$ cat config.mk
export PLATFORM = sky130hd
export DESIGN_NAME = gbn_sender_window
export DESIGN_NICKNAME = d
export VERILOG_FILES = /design/src/design/gbn_pkg.sv /design/src/design/gbn_slot_store.sv /design/src/design/gbn_sender_window.sv
export SDC_FILE = /design/constraint.sdc
export NUM_CORES = 1
export LEC_CHECK = 0
export BUFFER_PORTS_ARGS = -buffer_cell sky130_fd_sc_hd__buf_4
export CAP_MARGIN = 20
export CORE_ASPECT_RATIO = 0.9
export CORE_MARGIN = 2
export CORE_UTILIZATION = 45
export DETAILED_ROUTE_END_ITERATION = 12
export PLACE_DENSITY_LB_ADDON = 0.15
export SLEW_MARGIN = 20
export SYNTH_ARGS = -nofsm -noshare
export SYNTH_HDL_FRONTEND = slang
export SYNTH_SLANG_ARGS = --single-unit
$ cat constraint.sdc
create_clock -name clk -period 8.2 [get_ports clk]
set_input_delay 1.64 -clock clk [delete_from_list [all_inputs] [get_ports clk]]
set_output_delay 1.64 -clock clk [all_outputs]
set_load 0.02 [all_outputs]
$ cat src/design/gbn_pkg.sv
// Shared constants, types and helper functions for the Go-Back-N sender window.
`default_nettype none
package gbn_pkg;

	localparam int SEQ_COUNT = 20;
	localparam int WINDOW    = 10;
	localparam int SEQ_W     = $clog2(SEQ_COUNT);
	localparam int CMP_W     = 9;
	localparam int CNT_W     = 8;
	localparam int CFG_W     = 16;
	localparam int WALK      = (WINDOW < SEQ_COUNT) ? WINDOW : SEQ_COUNT;

	localparam logic [1:0] KIND_SEND = 2'd0;
	localparam logic [1:0] KIND_ACK  = 2'd1;
	localparam logic [1:0] KIND_POLL = 2'd2;

	localparam logic CFG_TOTAL = 1'b0;
	localparam logic CFG_WAIT  = 1'b1;

	localparam logic [15:0] TOTAL_RESET = 16'd25;
	localparam logic [7:0]  WAIT_RESET  = 8'd20;

	typedef logic [SEQ_W-1:0] seq_t;

	typedef struct packed {
		logic [1:0] kind;
		logic [7:0] ack_number;
	} in_item_t;

	typedef struct packed {
		logic        send_valid;
		logic [7:0]  send_seq;
		logic [15:0] packet_index;
		logic        timed_out;
		logic        ack_rejected;
		logic        all_acked;
	} out_item_t;

	typedef struct packed {
		logic rd_en;
		seq_t rd_addr;
		logic wr_en;
		seq_t wr_addr;
		logic wr_used;
	} slot_req_t;

	function automatic seq_t seq_inc(seq_t s);
		return (s == SEQ_W'(SEQ_COUNT - 1)) ? '0 : s + 1'b1;
	endfunction

	function automatic seq_t ring_dist(seq_t to, seq_t from);
		logic [CMP_W-1:0] wrapped;
		wrapped = CMP_W'(to) + CMP_W'(SEQ_COUNT) - CMP_W'(from);
		return (to >= from) ? seq_t'(to - from) : wrapped[SEQ_W-1:0];
	endfunction

endpackage
`default_nettype wire

$ cat src/design/gbn_slot_store.sv
// Slot occupancy memory with per-entry valid bits; unwritten entries read as free.
`default_nettype none
module gbn_slot_store (
	input  wire                  clk,
	input  wire                  arst_n,
	input  gbn_pkg::slot_req_t   req,
	output logic                 rd_free
);
	import gbn_pkg::*;

	logic                 used_mem [SEQ_COUNT];
	logic [SEQ_COUNT-1:0] valid_q;
	logic                 rd_used_q;
	logic                 rd_valid_q;

	always_ff @(posedge clk) begin
		if (req.wr_en) begin
			used_mem[req.wr_addr] <= req.wr_used;
		end
		if (req.rd_en) begin
			rd_used_q <= used_mem[req.rd_addr];
		end
	end

	always_ff @(posedge clk or negedge arst_n) begin
		if (!arst_n) begin
			valid_q    <= '0;
			rd_valid_q <= 1'b0;
		end else begin
			if (req.wr_en) begin
				valid_q[req.wr_addr] <= 1'b1;
			end
			if (req.rd_en) begin
				rd_valid_q <= valid_q[req.rd_addr];
			end
		end
	end

	assign rd_free = !(rd_valid_q && rd_used_q);

endmodule
`default_nettype wire

$ cat src/design/gbn_sender_window.sv
// Top level of the Go-Back-N sender window: sequencer, counters and configuration.
//
//   channel   signals                      beat taken when
//   --------  ---------------------------  ------------------------
//   item      start, busy, item            start high, busy low
//   result    done, result                 done high (one cycle)
//   config    cfg_we, cfg_index, cfg_data  cfg_we high
//
// An item that needs no slot memory access keeps busy low; the next may follow at
// once. A granted send checks its slot in ST_SEND. An accepted ack frees d + 1 slots
// in ST_ACK, d being its distance from the window base, one slot write per cycle. A
// timeout walks min(WINDOW, SEQ_COUNT) slots in ST_TIMEOUT, one slot read and write
// per cycle. Reset leaves every slot free. The result beat cannot be stalled.
`default_nettype none
module gbn_sender_window (
	input  wire                  clk,
	input  wire                  arst_n,
	input  wire                  start,
	output logic                 busy,
	input  gbn_pkg::in_item_t    item,
	output logic                 done,
	output gbn_pkg::out_item_t   result,
	input  wire                  cfg_we,
	input  wire                  cfg_index,
	input  wire [gbn_pkg::CFG_W-1:0] cfg_data
);
	import gbn_pkg::*;

	typedef enum logic [1:0] {
		ST_IDLE,
		ST_SEND,
		ST_ACK,
		ST_TIMEOUT
	} state_t;

	state_t      state_q;
	seq_t        next_q;
	seq_t        base_q;
	logic [15:0] sent_q;
	logic [15:0] acked_q;
	logic [7:0]  idle_q;
	logic [15:0] total_q;
	logic [7:0]  wait_q;
	seq_t        walk_ptr_q;
	logic [CNT_W-1:0] cnt_q;
	logic [CNT_W-1:0] undone_q;
	seq_t        dist_q;
	seq_t        slot_q;
	logic        done_q;
	out_item_t   result_q;

	slot_req_t   req;
	logic        rd_free;

	seq_t        step;
	logic        grant_ok;
	logic        ack_ok;
	seq_t        ack_slot;
	seq_t        ack_d;
	logic        expired;
	logic [CNT_W-1:0] undone_sum;
	logic [15:0] acked_inc;
	logic [7:0]  ack_m1;

	gbn_slot_store u_store (
		.clk     (clk),
		.arst_n  (arst_n),
		.req     (req),
		.rd_free (rd_free)
	);

	assign step       = ring_dist(next_q, base_q);
	assign grant_ok   = (CMP_W'(step) < CMP_W'(WINDOW)) && (sent_q < total_q);
	assign ack_ok     = (item.ack_number != 8'd0) && (item.ack_number <= 8'(SEQ_COUNT));
	assign ack_m1     = item.ack_number - 8'd1;
	assign ack_slot   = ack_m1[SEQ_W-1:0];
	assign ack_d      = ring_dist(ack_slot, base_q);
	assign expired    = idle_q >= wait_q;
	assign undone_sum = undone_q + CNT_W'(!rd_free);
	assign acked_inc  = acked_q + 16'(dist_q) + 16'd1;

	always_comb begin
		req = '0;
		case (state_q)
			ST_IDLE: begin
				if (start) begin
					if (item.kind == KIND_SEND && grant_ok) begin
						req.rd_en   = 1'b1;
						req.rd_addr = next_q;
					end else if (item.kind == KIND_POLL && expired) begin
						req.rd_en   = 1'b1;
						req.rd_addr = base_q;
					end
				end
			end
			ST_SEND: begin
				req.wr_en   = rd_free;
				req.wr_addr = next_q;
				req.wr_used = 1'b1;
			end
			ST_ACK: begin
				req.wr_en   = 1'b1;
				req.wr_addr = walk_ptr_q;
				req.wr_used = 1'b0;
			end
			ST_TIMEOUT: begin
				req.wr_en   = 1'b1;
				req.wr_addr = walk_ptr_q;
				req.wr_used = 1'b0;
				req.rd_en   = (cnt_q != '0);
				req.rd_addr = seq_inc(walk_ptr_q);
			end
			default: begin
				req = '0;
			end
		endcase
	end

	always_ff @(posedge clk or negedge arst_n) begin
		if (!arst_n) begin
			total_q <= TOTAL_RESET;
			wait_q  <= WAIT_RESET;
		end else if (cfg_we) begin
			case (cfg_index)
				CFG_TOTAL: total_q <= cfg_data;
				CFG_WAIT:  wait_q  <= cfg_data[7:0];
				default:   total_q <= total_q;
			endcase
		end
	end

	always_ff @(posedge clk or negedge arst_n) begin
		if (!arst_n) begin
			state_q    <= ST_IDLE;
			next_q     <= '0;
			base_q     <= '0;
			sent_q     <= '0;
			acked_q    <= '0;
			idle_q     <= '0;
			walk_ptr_q <= '0;
			cnt_q      <= '0;
			undone_q   <= '0;
			dist_q     <= '0;
			slot_q     <= '0;
			done_q     <= 1'b0;
			result_q   <= '0;
		end else begin
			done_q <= 1'b0;
			case (state_q)
				ST_IDLE: begin
					if (start) begin
						result_q           <= '0;
						result_q.all_acked <= (acked_q == total_q);
						case (item.kind)
							KIND_SEND: begin
								if (grant_ok) begin
									state_q <= ST_SEND;
								end else begin
									done_q <= 1'b1;
								end
							end
							KIND_ACK: begin
								if (!ack_ok) begin
									result_q.ack_rejected <= 1'b1;
									done_q                <= 1'b1;
								end else begin
									idle_q <= '0;
									if (ack_d < step) begin
										walk_ptr_q <= base_q;
										cnt_q      <= CNT_W'(ack_d);
										dist_q     <= ack_d;
										slot_q     <= ack_slot;
										state_q    <= ST_ACK;
									end else begin
										done_q <= 1'b1;
									end
								end
							end
							KIND_POLL: begin
								if (expired) begin
									walk_ptr_q <= base_q;
									cnt_q      <= CNT_W'(WALK - 1);
									undone_q   <= '0;
									state_q    <= ST_TIMEOUT;
								end else begin
									idle_q <= idle_q + 8'd1;
									done_q <= 1'b1;
								end
							end
							default: begin
								done_q <= 1'b1;
							end
						endcase
					end
				end
				ST_SEND: begin
					if (rd_free) begin
						result_q.send_valid   <= 1'b1;
						result_q.send_seq     <= 8'(next_q) + 8'd1;
						result_q.packet_index <= sent_q;
						next_q                <= seq_inc(next_q);
						sent_q                <= sent_q + 16'd1;
					end
					done_q  <= 1'b1;
					state_q <= ST_IDLE;
				end
				ST_ACK: begin
					if (cnt_q == '0) begin
						acked_q            <= acked_inc;
						base_q             <= seq_inc(slot_q);
						result_q.all_acked <= (acked_inc == total_q);
						done_q             <= 1'b1;
						state_q            <= ST_IDLE;
					end else begin
						walk_ptr_q <= seq_inc(walk_ptr_q);
						cnt_q      <= cnt_q - 1'b1;
					end
				end
				ST_TIMEOUT: begin
					if (cnt_q == '0) begin
						sent_q <= (16'(undone_sum) > sent_q) ? 16'd0
							: sent_q - 16'(undone_sum);
						next_q             <= base_q;
						idle_q             <= '0;
						result_q.timed_out <= 1'b1;
						done_q             <= 1'b1;
						state_q            <= ST_IDLE;
					end else begin
						walk_ptr_q <= seq_inc(walk_ptr_q);
						cnt_q      <= cnt_q - 1'b1;
						undone_q   <= undone_sum;
					end
				end
				default: begin
					state_q <= ST_IDLE;
				end
			endcase
		end
	end

	assign busy   = (state_q != ST_IDLE);
	assign done   = done_q;
	assign result = result_q;

endmodule
`default_nettype wire

== Yosys cells after proc, flatten, opt, wreduce, memory -nomap -nowiden ==
Memory sizes are Yosys's and may differ from the RTL's. A register that Yosys moved wholly into a read port is not among the register bits.
Index checks and enable logic that the tools add are counted.

* Add/sub/neg operators: 18
* Multiply operators: 0
* Divide/modulo/power cells: 0
* Order comparisons: 11
* Eq/ne operators: 26
* Shift operators: 0
* Multiplexer cells: 73
* Bitwise operators: 2
* Reduce and logical (&&, ||, !) cells: 32

{| class="wikitable"
|+ Operator list
! cell !! number
|-
| $mux W8 || 13
|-
| $pmux W8 S2 || 5
|-
| $mux W5 || 12
|-
| $pmux W25 S2 || 1
|-
| $mux W16 || 3
|-
| $add A16 B1 Y16 const B || 2
|-
| $eq A16 B16 Y1 || 2
|-
| $pmux W16 S2 || 1
|-
| $pmux W5 S2 || 3
|-
| $mux W28 || 1
|-
| $mux W25 || 1
|-
| $or A20 B20 Y20 || 1
|-
| $sub A5 B5 Y5 || 4
|-
| $mux W6 || 3
|-
| $add A16 B5 Y16 || 1
|-
| $gt A8 B16 Y1 || 1
|-
| $lt A16 B16 Y1 || 1
|-
| $ne A2 B2 Y1 const B || 8
|-
| $reduce_bool A8 Y1 || 2
|-
| $sub A16 B8 Y16 || 1
|-
| $add A5 B1 Y5 const B || 3
|-
| $eq A5 B5 Y1 const B || 3
|-
| $ne A3 B3 Y1 const B || 5
|-
| $mux W1 || 14
|-
| 38 further kinds || 71
|}

* Bits in registers: 157
* Bits in latches: 0
* RAM bits: 20
* Memory bits (read-only): 0
* Word-level logic and storage cells: 185
* Memories kept: 1

{| class="wikitable"
|+ Memory list
! memory !! words !! bits a word !! read ports !! clocked after Yosys merged registers in !! wr ports !! line !! RTL
|-
| u_store.used_mem || 20 || 1 || 1 || 1 || 1 || gbn_slot_store.sv:11 || <nowiki>logic used_mem [SEQ_COUNT];</nowiki>
|}

== Longest topological paths before layout ==
* Depth in word-level cells: 11
* Mapped depth: 21
* Depth with buffers taken out: 20

== Cells and area by module ==
From an unflattened synthesis, not the netlist that was laid out.

* Cell total of the unflattened synthesis: 1,177
* Area, all modules: 11,437.2 µm²

{| class="wikitable"
|+ Modules (own cells, without submodules)
! module !! times used !! cells each !! area each (µm²)
|-
| gbn_sender_window || 1 || 1,056 || 9,616.7
|-
| gbn_slot_store || 1 || 121 || 1,820.5
|}

== Worst setup path after synthesis ==
OpenSTA, ideal clock, no wires.

* Path kind: input to register
* Start point: in item[0] in the netlist's numbering
* End point: reg cnt_q[3]
* Setup time: 131 ps
* Data arrival time: 4,947 ps
* Setup slack: 3,122 ps
* Stages on the path: 20
* Cell sequence: inv_1 ha_1 inv_1 ha_1 inv_1 fa_1 o21ai_0 a31oi_1 o21a_1 a21oi_1 ha_1 a21o_1 a21o_1 a211o_1 a21oi_1 nand2b_1 nand3_1 clkbuf_1 o21ai_0 o31ai_1

* Elaborated cells between the ends (all ways): 18
* Those cells by class: 4 x add/sub; 3 x order compare; 2 x eq/ne; 6 x mux; 3 x reduce/logical

{| class="wikitable"
|+ RTL lines
! what !! line !! RTL
|-
| from (decl) || gbn_sender_window.sv:20 || <nowiki>input gbn_pkg::in_item_t item,</nowiki>
|-
| $sub A5 B1 Y5 (*) || gbn_sender_window.sv:75 || <nowiki>assign ack_m1 = item.ack_number - 8'd1;</nowiki>
|-
| net ack_m1[1] || gbn_sender_window.sv:63 || <nowiki>logic [7:0] ack_m1;</nowiki>
|-
| $add A5 B5 Y5 || gbn_pkg.sv:53 || <nowiki>wrapped = CMP_W'(to) + CMP_W'(SEQ_COUNT) - CMP_W'(from);</nowiki>
|-
| $sub A5 B5 Y5 || gbn_pkg.sv:53 ||
|-
| $mux W5 (*) || gbn_pkg.sv:54 || <nowiki>return (to >= from) ? seq_t'(to - from) : wrapped[SEQ_W-1:0];</nowiki>
|-
| net ack_d[2] || gbn_sender_window.sv:59 || <nowiki>seq_t ack_d;</nowiki>
|-
| $lt A5 B5 Y1 (*) || gbn_sender_window.sv:168 || <nowiki>if (ack_d < step) begin</nowiki>
|-
| $ne A3 B3 Y1 (no source line) (*) || -- ||
|-
| $reduce_and A7 Y1 (no source line) (*) || -- ||
|-
| to (signal assigned) || gbn_sender_window.sv:170 || <nowiki>cnt_q <= CNT_W'(ack_d);</nowiki>
|-
| to (signal assigned) || gbn_sender_window.sv:182 || <nowiki>cnt_q <= CNT_W'(WALK - 1);</nowiki>
|-
| to (signal assigned) || gbn_sender_window.sv:216 || <nowiki>cnt_q <= cnt_q - 1'b1;</nowiki>
|-
| to (decl) || gbn_sender_window.sv:45 || <nowiki>logic [CNT_W-1:0] cnt_q;</nowiki>
|}

Mark *: on every way through the listed nets, which the timed path passes. The rest lies on a longest branch. The select of a mux whose other input is x is not followed.
A chain may end at the register's enable or synchronous reset.

== Worst setup path after layout ==
* Start point: in item[0] in the netlist's numbering
* End point: reg cnt_q[1]

The elaborated chain is that of the path after synthesis.

==> impl_metrics.yaml <==
run_status:
  run_status: "completed"
route:
  first_pass_iters: 5
  wl_met2_um: 12700
  top_layer_used: "met4"
  wirelength_um: 28600
  num_vias: 9056
  wl_met3_um: 1130
  drc_errors: 0
  wire_per_inst_um: 17.8
  first_iter_violations: 697
  antenna_left: 0
  wl_met1_um: 14600
  viasPerCell: 5.61
synth:
  async_flop_share_pct: 88.1
  synth_warnings: 0
  synth-edff-count: 21
  syn_area_mm2: 0.0113
  yosys_register_bits: 176
  synth_cell_types: 71
  yosysSeqAreaShare_pct: 40.1
  synthCells: 1227
  ys.flop_type: "dfrtp_1"
  syn_area_per_cell_um2: 9.17
power_and_ir_drop:
  power_density_mw_per_mm2: 352
  p_leak_nw: 5.71
  ir_drop_mv: 0.186
  finalPower_mw: 4.43
sta:
  fmax_ghz: 0.180
  setup_viol: 0
  fin_skew_ns: 0.0144
  final_max_slew_viol_count: 0
  rsz0062_at_grt: "false"
  slew_headroom_pct: 28.6
  layout_min_cycle_time_ns: 5.57
  worst_pin_slew_ns: 1.07
  fin_crit_sh_pct: 67.9
  setup-tns-final_ns: 0
  hold_viol: 0
die:
  io-pin-count: 61
  die_w_um: 171
  die_h_um: 154
  die_area_mm2: 0.0263
  rows: 54
  core_area_mm2: 0.0244
  initial_core_util_pct: 46.1
critical_path:
  max_stage_delay_ns: 0.53
  crit_type: "in2reg"
  worstPathArrival_ns: 5.86
  path_delay_family: "compound AO/OA/AOI/OAI gates"
  end_kind: "flop"
  crit_slowest_cell: "nand3_1"
  worst-path-buf-inv: 2
  start_kind: "input port"
  crit_required_ns: 8.50
  crit_fanout: 23
  crit_chain: "buf_4 -> inv_1 -> ha_1 -> xor2_1 -> ha_1 -> nand2_1 -> o21ai_0 -> a31oi_1 -> o21a_1 -> nor2_1 -> a21oi_1 -> ha_1 -> a21o_1 -> a21o_1 -> a211o_1 -> a21oi_1 -> nand2b_1 -> nand3_1 -> a311oi_1 -> a21oi_1"
cts:
  post_cts_resized: 0
  clkTransAtPathRegs_ns: 0.07
  holdBufCountCts: 0
  clk_path_buf_depth: 2
  cts_htree_levels: 4
  worstSkewPairLatency_ns: 0.44
  cts_setup_buffers: 0
  clockRootBuffer: "clkbuf_16"
  cts.sinks: 176
  cts_tree: "done"
  cts_made_buffers: 17
cells_and_area:
  final_common_cell: "dfrtp_1"
  layout_common_cells: "150 x dfrtp_1, 115 x nand2_1, 105 x o21ai_0"
  area.sequential_mm2: 0.00452
  antenna_cells: 0
  n_fill_cell: 2247
  finalInstanceArea_mm2: 0.0126
  multi_input_area_mm2: 0.00620
  areaGrowthSynthToFinish_pct: 11.7
  drive_gt1_share_pct: 11.9
  stdcell_count: 1613
  nets: 1382
placement:
  gp_congestion: 0.861
  numPortBuffers: 58
  dpl_cell_area_mm2: 0.0120
  hpwl_um: 21000
  numPlacedInstances: 1581
grt:
  antenna_found_initial: 0
  grt-ovfl-total: 0
  grt_usage_pct: 22.6
  first_global_vias: 8658
  grt_max_degree: 95
  grt_pass1_wl_um: 46900
hold_path:
  hold_class: "reg2reg"
job:
  max_cap_violations: 0
==> worst paths after layout <==
check | startpoint | endpoint | slack (ns) | depth (start not counted)
setup / recovery | item[0] | cnt_q[1]$_DFFE_PN0P_ | 2.63 | 20
hold / removal | u_store.valid_q[12]$_DFFE_PN0P_ | u_store.valid_q[12]$_DFFE_PN0P_ | 0.47 | 1
setup reg to reg | base_q[1]$_DFFE_PN0P_ | u_store.rd_used_q$_DFFE_PP_ | 3.30 | 14
hold reg to reg | u_store.valid_q[12]$_DFFE_PN0P_ | u_store.valid_q[12]$_DFFE_PN0P_ | 0.47 | 1
max in group asynchronous | arst_n | walk_ptr_q[0]$_DFFE_PN0P_ | 5.61 | 2
min in group asynchronous | arst_n | acked_q[13]$_DFFE_PN0P_ | 1.27 | 1
==> cell families after synthesis <==
logic type | count (synthesis) | share of synthesized area, %
AOI/OAI and AO/OA | 310 | 17.9
xor gates and xnor gates | 64 | 4.98
adders and majority gates | 87 | 10.3
buffers and inverters | 139 | 4.87
DFF | 176 | 40.1
muxes | 47 | 4.42
other | 1 | 0.0333
and+or+nand+nor | 403 | 17.4
==> where the power goes <==
part / internal, mW / total [mW] / switching (mW)
Combinational: 0.876 / 2.18 / 1.30
Clock: 0.481 / 0.849 / 0.368
Sequential: 1.12 / 1.40 / 0.287
Total: 2.47 / 4.43 / 1.95
==> layer usage <==
layer / global-route usage (%) / vias to the layer above
met2: 33.5 / 193
met4: 5.41 / 0
met1: 34.7 / 4422
met3: 3.01 / 23
li1: - / 4418
met5: 0 / -
==> Yosys cell counts, types with 5 or more instances <==
library cell | count | area, µm²
dfrtp_1 | 150 | 3750
nand2_1 | 115 | 432
o21ai_0 | 105 | 526
nor2_1 | 94 | 353
inv_1 | 91 | 342
ha_1 | 77 | 963
a21oi_1 | 64 | 320
clkbuf_1 | 40 | 150
nor3_1 | 33 | 165
xor2_1 | 33 | 289
xnor2_1 | 31 | 272
nand3_1 | 30 | 150
mux2i_1 | 26 | 260
or2_2 | 24 | 150
edfxtp_1 | 21 | 631
mux2_2 | 21 | 236
nand2b_1 | 20 | 125
a22o_1 | 19 | 166
and3_1 | 17 | 106
nand4_1 | 15 | 93.8
a21o_1 | 13 | 97.6
nor2b_1 | 13 | 81.3
o31ai_1 | 13 | 97.6
fa_1 | 10 | 200
a22oi_1 | 9 | 67.6
nor4_1 | 9 | 56.3
or3_1 | 9 | 56.3
o211ai_1 | 7 | 52.6
a31oi_1 | 6 | 37.5
and2_1 | 6 | 37.5
o21a_1 | 6 | 45.0
o221ai_1 | 6 | 52.6
o32ai_1 | 6 | 52.6
a211o_1 | 5 | 43.8
a211oi_1 | 5 | 37.5
a21boi_0 | 5 | 37.5
dfstp_2 | 5 | 131
==> state kept, by name (all words and copies together), names as in the netlist, 8 cells and up <==
register          count
wait_q                8
undone_q              8
u_store.used_mem     20
result               26
u_store.valid_q      20
acked_q              16
sent_q               16
cnt_q                 8
idle_q                8
total_q              16
==> cell type report <==
| type | instances | area share, % |
|---|---|---|
| Multi-Input combinational cell | 913 | 49.4 |
| Sequential cell | 176 | 35.9 |
| Timing Repair Buffer | 65 | 3.91 |
| Clock buffer | 19 | 3.45 |
| Tap cell | 336 | 3.35 |
| Inverter | 91 | 2.72 |
| Clock inverter | 13 | 1.28 |
==> worst register-to-register path, stage by stage, from the launching register on <==
cell and delay [ns]:
dfrtp_1 0.54, inv_1 0.23, ha_1 0.37, ha_1 0.25
fa_1 0.38, xor2_1 0.19, o211a_1 0.13, o21ai_0 0.13
o211ai_1 0.19, or3_1 0.51, a311oi_4 0.93, mux2i_1 0.30
mux2i_1 0.09, a22oi_1 0.25, nand4_1 0.13
==> per-stage QoR <==
step           hold WS (ns)  utilization (%)  setup WS [ns]
2_1_floorplan         0.427                -           3.12
3_3_place_gp          0.447             49.0           2.36
3_5_place_dp          0.448             49.1           2.20
4_1_cts               0.465             51.5           2.64
5_1_grt               0.482             51.5           2.16
6_report              0.466             51.5           2.63
(Power assumes the default switching activity.)
